## src/rtl/gboc_div.sv

```systemverilog
// Pipelined restoring divider that resolves one quotient bit per stage.
module gboc_div #(
    parameter int N = 8,
    parameter int D = 8
) (
    input  logic         i_clk,
    input  logic         i_en,
    input  logic [D-1:0] i_rem,
    input  logic [N-1:0] i_dvd,
    input  logic [D-1:0] i_dsr,
    output logic [N-1:0] o_quo,
    output logic [D-1:0] o_rem
);

    logic [D-1:0] r_rem [N];
    logic [N-1:0] r_quo [N];
    logic [D-1:0] r_dsr [N-1];
    logic [N-1:0] r_dvd [N-1];

    logic [D-1:0] s_rem [N];
    logic [N-1:0] s_quo [N];
    logic [D-1:0] s_dsr [N];
    logic [N-1:0] s_dvd [N];

    logic [D-1:0] n_rem [N];
    logic [N-1:0] n_quo [N];

    assign s_rem[0] = i_rem;
    assign s_quo[0] = '0;
    assign s_dsr[0] = i_dsr;
    assign s_dvd[0] = i_dvd;

    for (genvar k = 1; k < N; k++) begin : g_link
        assign s_rem[k] = r_rem[k-1];
        assign s_quo[k] = r_quo[k-1];
        assign s_dsr[k] = r_dsr[k-1];
        assign s_dvd[k] = r_dvd[k-1];
    end

    always_comb begin
        logic [D:0] t;
        logic       ge;
        for (int k = 0; k < N; k++) begin
            t        = {s_rem[k], s_dvd[k][N-1]};
            ge       = (t >= {1'b0, s_dsr[k]});
            n_rem[k] = ge ? D'(t - {1'b0, s_dsr[k]}) : t[D-1:0];
            n_quo[k] = {s_quo[k][N-2:0], ge};
        end
    end

    always_ff @(posedge i_clk) begin
        if (i_en) begin
            for (int k = 0; k < N; k++) begin
                r_rem[k] <= n_rem[k];
                r_quo[k] <= n_quo[k];
            end
            for (int k = 0; k < N - 1; k++) begin
                r_dsr[k] <= s_dsr[k];
                r_dvd[k] <= {s_dvd[k][N-2:0], 1'b0};
            end
        end
    end

    assign o_quo = r_quo[N-1];
    assign o_rem = r_rem[N-1];

endmodule

```

## config.mk

```make
export PLATFORM = sky130hd
export DESIGN_NAME = gboc_div
export DESIGN_NICKNAME = d
export VERILOG_FILES = /design/src/rtl/gboc_div.sv
export SDC_FILE = /design/constraint.sdc
export NUM_CORES = 1
export LEC_CHECK = 0
export ABC_AREA = 1
export BUFFER_PORTS_ARGS = -buffer_cell sky130_fd_sc_hd__buf_2
export CELL_PAD_IN_SITES_DETAIL_PLACEMENT = 0
export CELL_PAD_IN_SITES_GLOBAL_PLACEMENT = 1
export CORE_MARGIN = 1
export CORE_UTILIZATION = 24
export DETAILED_ROUTE_END_ITERATION = 10
export HOLD_SLACK_MARGIN = 0.05
export MAX_ROUTING_LAYER = met4
export PLACE_DENSITY = 0.51
export SYNTH_ARGS = -nofsm -noshare
export SYNTH_HDL_FRONTEND = slang
export SYNTH_SLANG_ARGS = --single-unit
```

## constraint.sdc

```tcl
create_clock -name i_clk -period 1.9 [get_ports i_clk]
set_input_delay 0.38 -clock i_clk [delete_from_list [all_inputs] [get_ports i_clk]]
set_output_delay 0.38 -clock i_clk [all_outputs]
set_load 0.02 [all_outputs]
```

# Word-level counts from Yosys, hierarchy flattened
# Memories as Yosys holds them, arrays and structs flattened.
# Index checks and enable logic that the tools add are counted.
# totals
ff_bits	0
ramBits	233
in_bits	26
word_cells	30
n_memories	4
# classes
n_addsub	8
order_cmp	8
muxes	10
# mem_list
name	words	word_bits	read_ports	rd_clocked_by_memory_dff	write_ports	line	text
r_quo	8	8	8	0	8	16	logic [N-1:0] r_quo [N];
r_rem	8	8	8	0	8	15	logic [D-1:0] r_rem [N];
r_dsr	7	8	7	0	7	17	logic [D-1:0] r_dsr [N-1];
r_dvd	7	7	7	0	7	18	logic [N-1:0] r_dvd [N-1];
# op_table
operator	count
$ge 9x8->1	8
$mux 8	8
$sub 8x8->8	8
$mux 1	2

# Longest topological paths before layout
# Gate-level depths: netlist (run 1).
# An unclocked memory read counts as a cell.
# depth
word_depth	3
mapped_depth	12
depth_no_buf	12

# Worst setup path before layout (run 1)
# OpenSTA, ideal clock, no wires.
# synth_timing
kind	register -> register
startpoint	mem r_rem[6][2] (netlist: r_rem[1][18])
endpoint	mem r_rem[7][7] (netlist: r_rem[1][31]) (data pin)
setup_time_ns	0.253
arrival_ns	1.436
required_ns	1.647
path_slack_ns	0.211
stages_incl_launch_ff	10
cell_sequence	edfxtp_1 > ha_1 > nand2_1 > inv_1 > a21oi_1 > nand2_1 > nand2_4 > nand2_4 > nand2_1 > nand2_1
# synth_rtl
element	line
start: declaration	15

==> flow_summary.json, run 1 <==
{
  "drt_iter0_drc": 267,
  "vdd_drop_max_uv": 621.7,
  "rsz0062_at_grt": "true",
  "crit_type": "flip-flop to flip-flop",
  "cp_max_fo": 8,
  "max-cap-violations": 0,
  "synthAdderAreaFrac_pct": 9.587,
  "required_ns": 2.12,
  "grt_start_max_net_pins": 38,
  "grt_pass1_vias": 7210,
  "hold_viol": 0,
  "synth-edff-count": 184,
  "rows": 74,
  "core_um2": 41020,
  "antenna_found_initial": 0,
  "synth.avg_cell_area_um2": 9.510,
  "met1_length_um": 9728,
  "finalCritPeriodShare_pct": 94.37,
  "die_y_um": 206.4,
  "htreeDepth": 4,
  "worst_slew_pin_slew_ns": 0.3714,
  "synthFlopType": "edfxtp_1",
  "yosysTopAreaCellShare_pct": 55.12,
  "yosysTopAreaCell": "edfxtp_1",
  "met2_length_um": 12270,
  "synth-simple-area-share_pct": 23.72,
  "avgRoutedWirePerCell_um": 12.60,
  "grt_pass1_wl_um": 35600,
  "drive_gt1_share_pct": 24.32,
  "async_flop_share_pct": 0,
  "synth_top_family_by_area": "simple AND/OR/NAND/NOR gates",
  "cp-start-kind": "flip-flop",
  "hold_path.class": "input pin to flip-flop",
  "syn2layout_area_growth_pct": 30.55,
  "synth.ff_latch_count": 184,
  "cts.sinks": 184,
  "wl_um": 22810,
  "start_util_pct": 24.44,
  "overflow": 0,
  "synthMuxAreaShare_pct": 0,
  "fmax_mhz": 557.7,
  "leakage_nw": 6.193,
  "synth-compound-area-share_pct": 1.685,
  "synth.area.top_cells": "edfxtp_1, nand2_1, ha_1",
  "vias": 7339,
  "netlist_area_um2": 10020,
  "postLayoutCellArea_um2": 13090,
  "syn_nets": 1152,
  "dieWidth_um": 206.4,
  "p_per_area_nw_per_um2": 1277,
  "place_area_um2": 11950,
  "place_hpwl_um": 17730,
  "fin_worst_skew_ns": 0.01421,
  "setup_violations": 0,
  "drv_slew": 0,
  "ios": 42,
  "synthCells": 1054,
  "drcViolationCount": 2,
  "yosysMostFrequentCell": "nand2_1",
  "ys_seq_area_share_pct": 55.12,
  "violations": "DRC",
  "ys_warn_count": 0,
  "portBuffers": 41,
  "final_antenna_net_count": 0,
  "cts_root_buffer": "clkbuf_16",
  "endpoint_kind": "flip-flop",
  "synth_common_cells": "nand2_1, inv_1, edfxtp_1",
  "clock_path_buffers": 2,
  "die_area_um2": 42580,
  "clk_latency_ns": 0.46,
  "drt_first_pass_iters": 7,
  "synth.distinct_cells": 26,
  "post-route-util_pct": 31.90,
  "top_layer": "met4",
  "outcome": "finished, violations left",
  "gp_congestion": 0.7819,
  "arrival_ns": 2.01,
  "clkTransAtPathRegs_ns": 0.08,
  "slew_headroom_pct": 75.24,
  "numCtsBuffers": 17,
  "grt.total_usage_pct": 11.25,
  "diodes": 0,
  "period_minus_slack_ns": 1.793,
  "synth_xor_area_share_pct": 2.097,
  "finalNetCount": 1364,
  "cts_tree": "yes",
  "via_per_inst": 4.052,
  "wl_met3_um": 483
}
## path summary, 6_finish.rpt
check | to | start | depth (start not counted) | slack (ns)
worst max-delay path | r_rem[0][21] | r_rem[0][11] | 9 | 0.11
worst max register to register | r_rem[0][21] | r_rem[0][11] | 9 | 0.11
worst min-delay path | r_dvd[0][6] | i_dvd[6] | 1 | 0.09
worst min register to register | r_dvd[1][3] | r_dvd[0][2] | 0 | 0.42
## sequential cells by signal (all words and copies together), names as in the netlist
signal  count
r_rem      64
r_dsr      56
r_quo      36
r_dvd      28
## layout by cell type, fill, tap and decap left out, types with 6 or more instances in the layout
cell / n
nor2_1: 34
nand3_1: 118
ha_4: 15
buf_12: 8
nand2_2: 14
a21oi_1: 20
nor2_2: 7
inv_1: 184
buf_2: 40
ha_1: 47
clkbuf_16: 17
edfxtp_1: 184
xnor2_1: 9
xor2_1: 15
buf_4: 149
nand2_1: 330
a21oi_2: 8
nor3_2: 6
fa_1: 8
nand4_1: 11
nand2_4: 14
## per-layer routing
metal,up-vias,track usage [%]
li1,3861,-
met1,3388,11.84
met2,68,20.67
met3,22,2.460
met4,0,3.650
met5,-,-
## cell families (layout without fill, tap and decap cells)
| logic type | Yosys count | in the layout |
|---|---|---|
| simple gates | 545 | 548 |
| buf+inv | 198 | 419 |
| flops | 184 | 184 |
| fa+ha+maj | 72 | 72 |
| compound gates | 31 | 32 |
| xor+xnor | 24 | 24 |
## worst max-delay path: stages (launching register included)
cell	delay (ns)
edfxtp_1	0.42
ha_1	0.37
nand2_1	0.09
nor2_1	0.11
nand2_1	0.06
nor2_2	0.14
nor2_4	0.06
buf_4	0.16
nand3_1	0.08
nand2_1	0.06
## area by class of cell
type / count / area [µm²]
inverter: 189 / 709.4
timing repair buffer: 198 / 1493
sequential: 184 / 5525
tap: 532 / 665.6
multi-input combinational: 676 / 4089
fill: 4285 / 27930
clock inverter: 15 / 177.7
clock buffer: 17 / 425.4
## metrics by stage
step                      setup slack (ns)  power, W  instances  TNS (ns)  hold slack (ns)
final                               0.1069   0.01671       1811         0          0.09046
after CTS                          0.01014   0.01636       1787         0          0.06544
after global routing              -0.02591   0.01807       1811  -0.07834          0.06267
after detailed placement           -0.1546   0.01263       1755    -1.384           0.4045
after floorplan                     0.2115   0.01014       1054         0           0.4003
after global placement             -0.1510   0.01262       1755    -1.546           0.4012
## repair_timing
item,in CTS,in global routing
resized for setup,6,55
endpoints found under the setup margin,33,56
pin swaps,0,10
hold buffers,0,0
setup buffers,0,20
cloned,0,4
## report_power, final
group	internal, W	switching [W]
registers	0.00558	0.000436
logic	0.00320	0.00388
clock network	0.00179	0.00183
total	0.0106	0.00615
Power figures use the tool's default switching activity.
==> inputs of run 2 (changes only) <==
Settings changed: BUFFER_PORTS_ARGS -buffer_cell sky130_fd_sc_hd__buf_2 to -buffer_cell sky130_fd_sc_hd__buf_4.
==> flow_summary.json, run 2 (same netlist as run 1, synthesis figures left out) <==
{
  "hold_path.class": "input pin to flip-flop",
  "rows": 74,
  "grt_start_max_net_pins": 46,
  "outcome": "finished, violations left",
  "cts_root_buffer": "clkbuf_16",
  "endpoint_kind": "flip-flop",
  "postLayoutCellArea_um2": 13050,
  "portBuffers": 41,
  "max-cap-violations": 0,
  "drt_iter0_drc": 242,
  "final_cells": 1794,
  "syn2layout_area_growth_pct": 30.16,
  "gp_congestion": 0.8079,
  "worst_slew_pin_slew_ns": 0.3468,
  "violations": "DRC",
  "wl_um": 22140,
  "clkTransAtPathRegs_ns": 0.07,
  "drv_slew": 0,
  "diodes": 0,
  "antenna_found_initial": 0,
  "grt.total_usage_pct": 11.34,
  "clk_latency_ns": 0.44,
  "finalNetCount": 1348,
  "top_regs": "r_rem (64), r_dsr (56), r_quo (36)",
  "required_ns": 2.10,
  "core_um2": 41020,
  "arrival_ns": 2.01,
  "overflow": 0,
  "fin_worst_skew_ns": 0.009142,
  "cp-start-kind": "flip-flop",
  "period_minus_slack_ns": 1.807,
  "n_fill_cell": 4250,
  "grt_pass1_vias": 7350,
  "drive_gt1_share_pct": 23.22,
  "largest_reg_flops": 64,
  "final_antenna_net_count": 0,
  "via_per_inst": 4.028,
  "die_y_um": 206.4,
  "final_cell_mix": "nand2_1, edfxtp_1, inv_1",
  "cts.sinks": 184,
  "cp_max_fo": 3,
  "crit_type": "flip-flop to flip-flop",
  "setup_violations": 0,
  "grt_pass1_wl_um": 35990,
  "dpl.cell_count": 1747,
  "clock_path_buffers": 2,
  "avgRoutedWirePerCell_um": 12.34,
  "place_area_um2": 11960,
  "vdd_drop_max_uv": 659.8,
  "p_per_area_nw_per_um2": 1272,
  "leakage_nw": 6.111,
  "vias": 7226,
  "fmax_mhz": 553.3,
  "ios": 42,
  "finalCritPeriodShare_pct": 95.13,
  "top_register": "r_rem",
  "cts_tree": "yes",
  "numCtsBuffers": 17,
  "drcViolationCount": 2,
  "place_hpwl_um": 17310,
  "hold_viol": 0,
  "start_util_pct": 24.44,
  "drt_first_pass_iters": 7,
  "die_area_um2": 42580,
  "dieWidth_um": 206.4,
  "slew_headroom_pct": 76.88,
  "rsz0062_at_grt": "true",
  "htreeDepth": 4,
  "cts_hold_buf": 0,
  "layout_commonest_cell": "nand2_1"
}
==> run 2: critical path, cell delays in order (launching register included) <==
cell and delay, ns:
edfxtp_1 0.41, ha_1 0.33, buf_4 0.16, nand2_1 0.05, nand2_1 0.08, inv_1 0.09
nand2_2 0.10, buf_4 0.14, nand2_1 0.05, nand2_1 0.05, nand2_1 0.06, nand2_1 0.05
==> run 2: final timing paths <==
check          startpoint      endpoint  slack [ns]  cells past startpoint
min              i_dvd[0]   r_dvd[0][0]        0.11                      1
max reg2reg  r_rem[1][11]  r_rem[1][21]        0.09                     11
max          r_rem[1][11]  r_rem[1][21]        0.09                     11
min reg2reg   r_dvd[1][3]   r_dvd[2][4]        0.42                      0
==> run 2: metal layers <==
metal  vias up  GRT usage (%)  wire, µm
met4         0          3.703       369
met1      3333          11.61      9211
met3        23          2.870       468
met2        46          20.94     12090
li1       3824              -         -
met5         -              -         0
==> run 2: area by class of cell <==
class / instances / area [µm²] / share of cell area [%]
Sequential cell: 184 / 5525 / 42.35
Multi-Input combinational cell: 675 / 4113 / 31.52
Timing Repair Buffer: 183 / 1446 / 11.09
Inverter: 189 / 709.4 / 5.438
Tap cell: 532 / 665.6 / 5.102
Clock buffer: 20 / 436.7 / 3.347
Clock inverter: 11 / 150.1 / 1.151
==> run 2: where the power goes <==
part,leakage [nW],switching (W),internal (W),total (W)
logic,4.03,0.00378,0.00312,0.00690
clock network,0.280,0.00156,0.00207,0.00363
registers,1.80,0.000471,0.00559,0.00606
==> run 2: repair_timing <==
item / 4_1_cts / 5_1_grt
gates cloned: 0 / 3
pin swaps: 0 / 8
resized for setup: 3 / 55
setup endpoints to repair: 10 / 55
buffers inserted: 0 / 13
==> run 2: stage by stage <==
step                power, W   TNS, ns  util, %  hold slack (ns)  setup slack (ns)
finish               0.01659         0    31.81           0.1085           0.09258
global route         0.01796  -0.02551    31.81          0.06875         -0.009342
CTS                  0.01629         0    30.64          0.07629           0.02396
detailed placement   0.01256   -0.6994    29.17           0.4045           -0.1104
global placement     0.01256   -0.5680    29.17           0.4002          -0.09274
floorplan            0.01014         0        -           0.4003            0.2115
