===== src/rtl/gboc_pkg.sv =====
// Shared types, widths and codes of the block occupancy calculator.
package gboc_pkg;

    localparam int BX_W       = 11;
    localparam int BY_W       = 11;
    localparam int BZ_W       = 7;
    localparam int RPT_W      = 8;
    localparam int SMB_W      = 19;

    localparam int WS_W       = 7;
    localparam int MTS_W      = 13;
    localparam int MBS_W      = 7;
    localparam int RSM_W      = 19;
    localparam int SMSM_W     = 19;

    localparam int XY_W       = BX_W + BY_W;
    localparam int THR_W      = 29;
    localparam int WPB_W      = THR_W;
    localparam int MAXW_W     = MTS_W;
    localparam int SMEM_W     = SMB_W + 1;
    localparam int BLK_W      = 19;
    localparam int USED_W     = BLK_W + WPB_W;
    localparam int RW_W       = RPT_W + WS_W;
    localparam int FRAC_W     = 16;
    localparam int OCC_W      = FRAC_W + 1;
    localparam int ACT_W      = 7;
    localparam int LIM_W      = 2;
    localparam int OCC_LAT    = FRAC_W + 3;

    localparam int CFG_IDX_W  = 3;
    localparam int CFG_DATA_W = 19;

    localparam logic [OCC_W-1:0] Q_ONE = OCC_W'(65536);

    localparam logic [CFG_IDX_W-1:0] CFG_WARP_SIZE   = 3'd0;
    localparam logic [CFG_IDX_W-1:0] CFG_MAX_THREADS = 3'd1;
    localparam logic [CFG_IDX_W-1:0] CFG_MAX_BLOCKS  = 3'd2;
    localparam logic [CFG_IDX_W-1:0] CFG_REGS_PER_SM = 3'd3;
    localparam logic [CFG_IDX_W-1:0] CFG_SMEM_PER_SM = 3'd4;

    localparam logic [WS_W-1:0]   RST_WARP_SIZE   = 7'd32;
    localparam logic [MTS_W-1:0]  RST_MAX_THREADS = 13'd2048;
    localparam logic [MBS_W-1:0]  RST_MAX_BLOCKS  = 7'd32;
    localparam logic [RSM_W-1:0]  RST_REGS_PER_SM = 19'd65536;
    localparam logic [SMSM_W-1:0] RST_SMEM_PER_SM = 19'd102400;

    localparam logic [LIM_W-1:0] LIM_WARPS = 2'd0;
    localparam logic [LIM_W-1:0] LIM_REGS  = 2'd1;
    localparam logic [LIM_W-1:0] LIM_SMEM  = 2'd2;
    localparam logic [LIM_W-1:0] LIM_CAP   = 2'd3;

    typedef struct packed {
        logic [BX_W-1:0]  block_dim_x;
        logic [BY_W-1:0]  block_dim_y;
        logic [BZ_W-1:0]  block_dim_z;
        logic [RPT_W-1:0] regs_per_thread;
        logic [SMB_W-1:0] static_smem_bytes;
        logic [SMB_W-1:0] dynamic_smem_bytes;
    } t_in_item;

    typedef struct packed {
        logic [ACT_W-1:0] resident_blocks;
        logic [OCC_W-1:0] warp_occ;
        logic [OCC_W-1:0] reg_occ;
        logic [OCC_W-1:0] smem_occ;
        logic [OCC_W-1:0] blockcap_occ;
        logic [OCC_W-1:0] overall_occ;
        logic [LIM_W-1:0] limiter;
    } t_out_item;

    typedef struct packed {
        logic one;
        logic zero;
    } t_occ_flags;

endpackage


===== src/rtl/gboc_div.sv =====
// Pipelined restoring divider that resolves one quotient bit per stage.
module gboc_div #(
    parameter int N = 8,
    parameter int D = 8
) (
    input  logic         i_clk,
    input  logic         i_en,
    input  logic [D-1:0] i_rem,
    input  logic [N-1:0] i_dvd,
    input  logic [D-1:0] i_dsr,
    output logic [N-1:0] o_quo,
    output logic [D-1:0] o_rem
);

    logic [D-1:0] r_rem [N];
    logic [N-1:0] r_quo [N];
    logic [D-1:0] r_dsr [N-1];
    logic [N-1:0] r_dvd [N-1];

    logic [D-1:0] s_rem [N];
    logic [N-1:0] s_quo [N];
    logic [D-1:0] s_dsr [N];
    logic [N-1:0] s_dvd [N];

    logic [D-1:0] n_rem [N];
    logic [N-1:0] n_quo [N];

    assign s_rem[0] = i_rem;
    assign s_quo[0] = '0;
    assign s_dsr[0] = i_dsr;
    assign s_dvd[0] = i_dvd;

    for (genvar k = 1; k < N; k++) begin : g_link
        assign s_rem[k] = r_rem[k-1];
        assign s_quo[k] = r_quo[k-1];
        assign s_dsr[k] = r_dsr[k-1];
        assign s_dvd[k] = r_dvd[k-1];
    end

    always_comb begin
        logic [D:0] t;
        logic       ge;
        for (int k = 0; k < N; k++) begin
            t        = {s_rem[k], s_dvd[k][N-1]};
            ge       = (t >= {1'b0, s_dsr[k]});
            n_rem[k] = ge ? D'(t - {1'b0, s_dsr[k]}) : t[D-1:0];
            n_quo[k] = {s_quo[k][N-2:0], ge};
        end
    end

    always_ff @(posedge i_clk) begin
        if (i_en) begin
            for (int k = 0; k < N; k++) begin
                r_rem[k] <= n_rem[k];
                r_quo[k] <= n_quo[k];
            end
            for (int k = 0; k < N - 1; k++) begin
                r_dsr[k] <= s_dsr[k];
                r_dvd[k] <= {s_dvd[k][N-2:0], 1'b0};
            end
        end
    end

    assign o_quo = r_quo[N-1];
    assign o_rem = r_rem[N-1];

endmodule


===== src/rtl/gboc_delay.sv =====
// Enabled shift line that keeps side data aligned with the divider stages.
module gboc_delay #(
    parameter int W     = 1,
    parameter int DEPTH = 1
) (
    input  logic         i_clk,
    input  logic         i_en,
    input  logic [W-1:0] i_d,
    output logic [W-1:0] o_d
);

    logic [W-1:0] r_tap [DEPTH];

    always_ff @(posedge i_clk) begin
        if (i_en) begin
            r_tap[0] <= i_d;
            for (int k = 1; k < DEPTH; k++) begin
                r_tap[k] <= r_tap[k-1];
            end
        end
    end

    assign o_d = r_tap[DEPTH-1];

endmodule


===== src/rtl/gboc_occ.sv =====
// Occupancy unit: warps used by a block count as a clamped Q1.16 fraction of the SM.
module gboc_occ (
    input  logic                          i_clk,
    input  logic                          i_en,
    input  logic [gboc_pkg::BLK_W-1:0]    i_blocks,
    input  logic [gboc_pkg::WPB_W-1:0]    i_wpb,
    input  logic [gboc_pkg::MAXW_W-1:0]   i_maxw,
    output logic [gboc_pkg::OCC_W-1:0]    o_occ
);
    import gboc_pkg::*;

    logic [USED_W-1:0] r_used;
    logic [MAXW_W-1:0] r_maxw1;
    logic              r_zero1;
    logic [MAXW_W-1:0] r_rem0;
    logic [MAXW_W-1:0] r_maxw2;
    t_occ_flags        r_flags2;
    logic [OCC_W-1:0]  r_occ;

    logic [FRAC_W-1:0] quo;
    t_occ_flags        flags_d;
    logic              n_one;

    assign n_one = (r_used >= USED_W'(r_maxw1));

    always_ff @(posedge i_clk) begin
        if (i_en) begin
            r_used   <= USED_W'(i_blocks) * USED_W'(i_wpb);
            r_maxw1  <= i_maxw;
            r_zero1  <= (i_maxw == '0) || (i_wpb == '0);
            r_rem0   <= n_one ? '0 : r_used[MAXW_W-1:0];
            r_maxw2  <= r_maxw1;
            r_flags2 <= '{one: n_one, zero: r_zero1};
            if (flags_d.zero) begin
                r_occ <= '0;
            end else if (flags_d.one) begin
                r_occ <= Q_ONE;
            end else begin
                r_occ <= OCC_W'(quo);
            end
        end
    end

    gboc_div #(.N(FRAC_W), .D(MAXW_W)) u_div (
        .i_clk (i_clk),
        .i_en  (i_en),
        .i_rem (r_rem0),
        .i_dvd ('0),
        .i_dsr (r_maxw2),
        .o_quo (quo),
        .o_rem ()
    );

    gboc_delay #(.W($bits(t_occ_flags)), .DEPTH(FRAC_W)) u_flags (
        .i_clk (i_clk),
        .i_en  (i_en),
        .i_d   (r_flags2),
        .o_d   (flags_d)
    );

    assign o_occ = r_occ;

endmodule


===== config.mk =====
export PLATFORM = sky130hd
export DESIGN_NAME = gboc_occ
export DESIGN_NICKNAME = d
export VERILOG_FILES = /design/src/rtl/gboc_pkg.sv /design/src/rtl/gboc_div.sv /design/src/rtl/gboc_delay.sv /design/src/rtl/gboc_occ.sv
export SDC_FILE = /design/constraint.sdc
export NUM_CORES = 2
export LEC_CHECK = 0
export ABC_AREA = 1
export BUFFER_PORTS_ARGS = -buffer_cell sky130_fd_sc_hd__buf_4
export CAP_MARGIN = 20
export CORE_MARGIN = 5
export CORE_UTILIZATION = 30
export CTS_BUF_LIST = sky130_fd_sc_hd__clkbuf_8
export DETAILED_ROUTE_END_ITERATION = 10
export HOLD_SLACK_MARGIN = 0.05
export MAX_ROUTING_LAYER = met4
export PLACE_DENSITY = 0.54
export REMOVE_ABC_BUFFERS = 1
export SLEW_MARGIN = 20
export SYNTH_ARGS = -nofsm -noshare
export SYNTH_HDL_FRONTEND = slang
export SYNTH_HIERARCHICAL = 1
export SYNTH_SLANG_ARGS = --single-unit

===== constraint.sdc =====
create_clock -name i_clk -period 8.75 [get_ports i_clk]
set_input_delay 1.3125 -clock i_clk [delete_from_list [all_inputs] [get_ports i_clk]]
set_output_delay 1.3125 -clock i_clk [all_outputs]
set_load 0.05 [all_outputs]

# Yosys cells after proc, flatten, opt, wreduce, memory -nomap -nowiden
# Memories as Yosys holds them, arrays and structs flattened.
# Index checks and enable logic that the tools add are counted.
totals:
  regBits: 107
  mem_bits_rw: 916
  inputBits: 63
  output_inout_bits: 17
  word_cells: 71
  memories: 5
classes:
  add_sub_neg: 16
  multipliers: 1
  magnitude_cmp: 17
  n_mux: 19
  reduce_logical: 4
mem_list:
  columns: ["name", "words", "word_bits", "read_ports", "rd_ports_with_merged_regs", "write_ports", "line_no", "source"]
  rows:
  - ["u_div.r_quo", 16, 16, 16, 0, 16, "gboc_div.sv:16", "logic [N-1:0] r_quo [N];"]
  - ["u_div.r_dvd", 15, 15, 15, 0, 15, "gboc_div.sv:18", "logic [N-1:0] r_dvd [N-1];"]
  - ["u_div.r_rem", 16, 13, 15, 0, 16, "gboc_div.sv:15", "logic [D-1:0] r_rem [N];"]
  - ["u_div.r_dsr", 15, 13, 15, 0, 15, "gboc_div.sv:17", "logic [D-1:0] r_dsr [N-1];"]
  - ["u_flags.r_tap", 16, 2, 16, 0, 16, "gboc_delay.sv:12", "logic [W-1:0] r_tap [DEPTH];"]
op_table:
  columns: ["cell", "count"]
  rows:
  - ["14-bit by 13-bit >= comparator with 1-bit output", 16]
  - ["13-bit 2-to-1 mux", 16]
  - ["13-bit subtractor", 16]
  - ["48-bit by 13-bit >= comparator with 1-bit output", 1]
  - ["19-bit by 29-bit multiplier with 48-bit output", 1]
  - ["29-bit logical NOT", 1]
  - ["17-bit 2-to-1 mux", 1]
  - ["13-bit logical NOT", 1]
  - ["1-bit 2-to-1 mux", 2]
  - ["2-bit OR reduction", 1]
  - ["1-bit logical OR", 1]

# Longest topological paths before layout
# An unclocked memory read counts as a cell.
logic_depth:
  ltp_word: 3
  ltp_mapped: 27
  ltp_nobuf: 25

# By module
# Netlist, hierarchy kept.
by_module_without_submodules:
  columns: ["module", "n_inst", "cells_per_inst", "area_each_um2", "seq_area_each_um2"]
  rows:
  - ["gboc_div", 1, 4065, 38062.8, 19789.0]
  - ["gboc_occ", 1, 3022, 23358.7, 3213.1]
  - ["gboc_delay", 1, 34, 975.9, 960.9]

# Least setup slack after synthesis
# Ideal clock, no wire load.
synth_timing:
  path_type: "input to register"
  start: "in i_blocks[1] (netlist name)"
  end: "reg r_used[37] (data pin)"
  setup_time_ns: 0.252
  t_arrival_ns: 6.219
  required_time_ns: 8.498
  setup_slack_ns: 2.278
  cell_stages: 24
  n_path_buf: 2
  cell_sequence: "clkbuf_1 clkbuf_1 nand2_1 fa_1 inv_1 fa_1 inv_1 fa_1 inv_1 fa_1 fa_1 inv_1 fa_1 inv_1 ha_1 nand2_1 inv_1 a21oi_1 and2_1 nor2_1 nor2_1 nand2_1 nand2_1 nand2_1"
synth_between:
  elab_chain_cells: 1
synth_rtl:
  columns: ["element", "line_no", "source"]
  rows:
  - ["start: declaration", "gboc_occ.sv:5", "input logic [gboc_pkg::BLK_W-1:0] i_blocks,"]
  - ["19-bit by 29-bit multiplier with 48-bit output", "gboc_occ.sv:28", "r_used <= USED_W'(i_blocks) * USED_W'(i_wpb);"]
  - ["end signal: assignment", "gboc_occ.sv:28", null]
  - ["end: declaration", "gboc_occ.sv:12", "logic [USED_W-1:0] r_used;"]
# No other way between the ends.
# A chain may end at the register's enable or synchronous reset.

# Worst setup path in the final report
layout_timing:
  start: "in i_blocks[10] (netlist name)"
  end: "reg r_used[33] (data pin)"
# Same word-level chain as after synthesis.

==> results list <==
- Cells on worst reg2reg path: 8
- Routed wire per std cell: 14.9 um
- Cell Area, Synth: 0.0613 sq mm
* Final hold viol count: 0
- After detailed routing, the total wire length is between 100000 and 150000 um.
- The clock reaches the later pin of the worst-skew pair after around 830 ps.
* Launch point of the worst path: i_blocks[10]
* Post-route fraction of the period consumed by the critical path: 70.2%
- Compared with the post-synthesis result, the final layout area differs by 9.33%.
- Bufs and invs on worst path: 4
- The floorplan step defined a die boundary enclosing approximately 0.21 sq mm.
- For this design, the sink count on the clock tree is slightly below 800.
* Final setup fails: 0
- In this design, the stage delay of the slowest critical-path cell is 590 ps.
- R2r endpoint: r_flags2[1]$_DFFE_PP_
* Run status: finished clean
- Number of routed nets with antenna violations: 0
* Initial core utilization: 30.2%
- The worst setup path is captured at a flop.
- Pin count of the biggest net entering global routing: 166
* Total area of sequential cells: 0.0236 sq mm
- Synthesis warning total: 6
- Critical path start-end classification: in2reg
- Critical Path RT: 9300 ps
- 80 I/O pins were placed.
- For this design, the CTS-stage hold fixing added 0 buffers.
* Placer congestion estimate: 0.854
- Kind of cell with the highest combined delay on the critical path: adder cells
- Ratio of cells with drive above 1 in the final layout: 8.65%
- Met2 usage in global routing: 22.6%
- TritonCTS built the clock tree.
- In this run the vertical extent of the chip is ~460 um.
* Type of the most critical hold path: reg2reg
- After clock tree synthesis, the clock-pin slew on the worst setup and hold paths is 60 ps.
- Bufs on Longest Clock Path: 3
- From left edge to right edge, the die measures 462 um.
* Cell count after synthesis: 6966
* DR pass1 iterations: 5
- At the pin with the least slew margin, the transition time is 1050 ps.
- Fill count: approximately 21000
* Hold Path End: u_div/r_dvd[1][39]$_DFFE_PP_
* Met3 track utilization from global routing: 2.54%
- Summed over all layers, the global routing overflow is 0.
* CORE AREA: 0.203 sq mm
- The number of gates resized after CTS was 0.
- Area occupied by multi-input gates: 0.0297 sq mm
- TritonCTS buffer count: approximately 140
* Mean post-synth cell area: slightly below 9 sq um
- The number of global-route vias before repair was 43659.
- On the critical path, the stage with the largest delay is an instance of sky130_fd_sc_hd__fa_1.
* CP startpoint kind: input port
* Max-capacitance violation count: 0
* Estimated wirelength of the detail-placed design: 114000 um
- Global routing met1 resource utilization: 18.9%
- Root buf cell: sky130_fd_sc_hd__clkbuf_8
- Port Buf Inserts: ~80
- Setup skew after layout: about 44 ps
* Sum Neg Setup Slack: 0 ps
* Via density per instance: 4.32
- The worst hold path was traced through 0 stages.
- Setup repair after global routing missed its margin: no
- After clock tree synthesis, the setup repair step added 0 buffers.
* Iteration-0 DRC Markers: between 2000 and 3000
- Setup slack on the worst reg-to-reg path comes out at 6160 ps.
* Core Rows: 165
- The detailed router placed 42451 vias in this run.
* Arrival time of data at the critical path endpoint: 6690 ps
- After global routing, the most crowded layer is met2.
- The final layout contains 7936 nets.
- The H-tree generated during clock tree synthesis spans 4 levels.
- Of all nets on the critical path, the largest fanout is 29.
- Critical-path cell list: buf_4 > nand2_1 > fa_1 > inv_1 > fa_1 > fa_1 > fa_1 > fa_1 > inv_1 > fa_1 > inv_1 > ha_1 > nand2_1 > nor2_1 > nand2_1 > nor2_1 > nand2_1 > nand3_2 > nand2_1 > nand3_1 > nand2_1
- Source of the worst hold timing path: u_div/r_dvd[1][24]$_DFFE_PP_
- The worst path needs 6140 ps of the cycle, external delays included.
* Count of pins over their slew limit: 0
- Worst reg2reg startpoint: r_used[5]$_DFFE_PP_
- The initial antenna violation count was 1.
- Worst slew margin relative to its limit: 29.8%
- Fmax achieved: 163 MHz
- The first global-routing pass estimated between 200000 and 250000 um of wire.
* Total routing resource utilization after global routing: 14.3%
- After detailed routing, the number of remaining DRC violations is 0.
==> registers in the layout (all words and copies together) (netlist names), 17 cells and up <==
name and count:
o_occ 17, r_used 48, u_div/r_dsr 195, u_div/r_dvd 120, u_div/r_quo 136, u_div/r_rem 195
u_flags/r_tap 32
==> stage by stage <==
| step | setup slack (ps) | util (%) | cells | hold WS [ps] | instance area (sq um) |
|---|---|---|---|---|---|
| detailed placement | 1760 | 31.8 | 9573 | 405 | 64400 |
| finish | 2610 | 33.0 | 9821 | 386 | 67000 |
| floorplan | 2890 | - | 6815 | 400 | 60400 |
| global route | 2440 | 33.0 | 9821 | 400 | 67000 |
| global placement | 1730 | 31.8 | 9573 | 400 | 64400 |
| CTS | 2730 | 33.0 | 9820 | 387 | 67000 |
==> cells in the final DEF, fill, tap and decap left out, drive strengths merged, types with 110 or more instances in the layout <==
cell type  instances
fa               474
o21ai            110
ha               354
edfxtp           785
nand3            312
nor2             293
clkbuf           143
nand4            172
inv             1930
nand2           2132
==> worst register-to-register path, stage by stage, from the launching register on <==
cell                       delay [ps]
sky130_fd_sc_hd__edfxtp_1         470
sky130_fd_sc_hd__ha_1             350
sky130_fd_sc_hd__a21oi_1          140
sky130_fd_sc_hd__nor2_1            60
sky130_fd_sc_hd__nor3_1           130
sky130_fd_sc_hd__nand2_1          140
sky130_fd_sc_hd__nand2_1          100
sky130_fd_sc_hd__nand3_1          450
sky130_fd_sc_hd__or2_2            490
==> worst max-delay path by stage <==
| stage | to | slack (ps) | depth (start not counted) |
|---|---|---|---|
| floorplan | r_used[37]$_DFFE_PP_ | 2890 | 22 |
| global placement | r_used[33]$_DFFE_PP_ | 1730 | 21 |
| detailed placement | r_used[33]$_DFFE_PP_ | 1760 | 21 |
| CTS | r_used[33]$_DFFE_PP_ | 2730 | 21 |
| global route | r_used[33]$_DFFE_PP_ | 2440 | 23 |
| finish | r_used[33]$_DFFE_PP_ | 2610 | 21 |
==> final cells by class <==
cell class	count	share of cell area, %
antenna	1	0.00374
inverter	1884	10.6
timing repair buffer	86	1.05
clock buffer	143	2.94
multi-input combinational	4146	44.4
clock inverter	104	0.882
sequential	785	35.2
tap	2672	4.99
==> per-layer routing <==
layer  part of all wire (%)  vias up
met3                    4.9      228
met1                     47    20064
met4                    2.4        0
met2                     46      848
li1                       -    21311
met5                      0        -
Power is left out: the tool's default activity adds up to more than one toggle a clock period on the data nets, which glitch-free logic cannot reach.
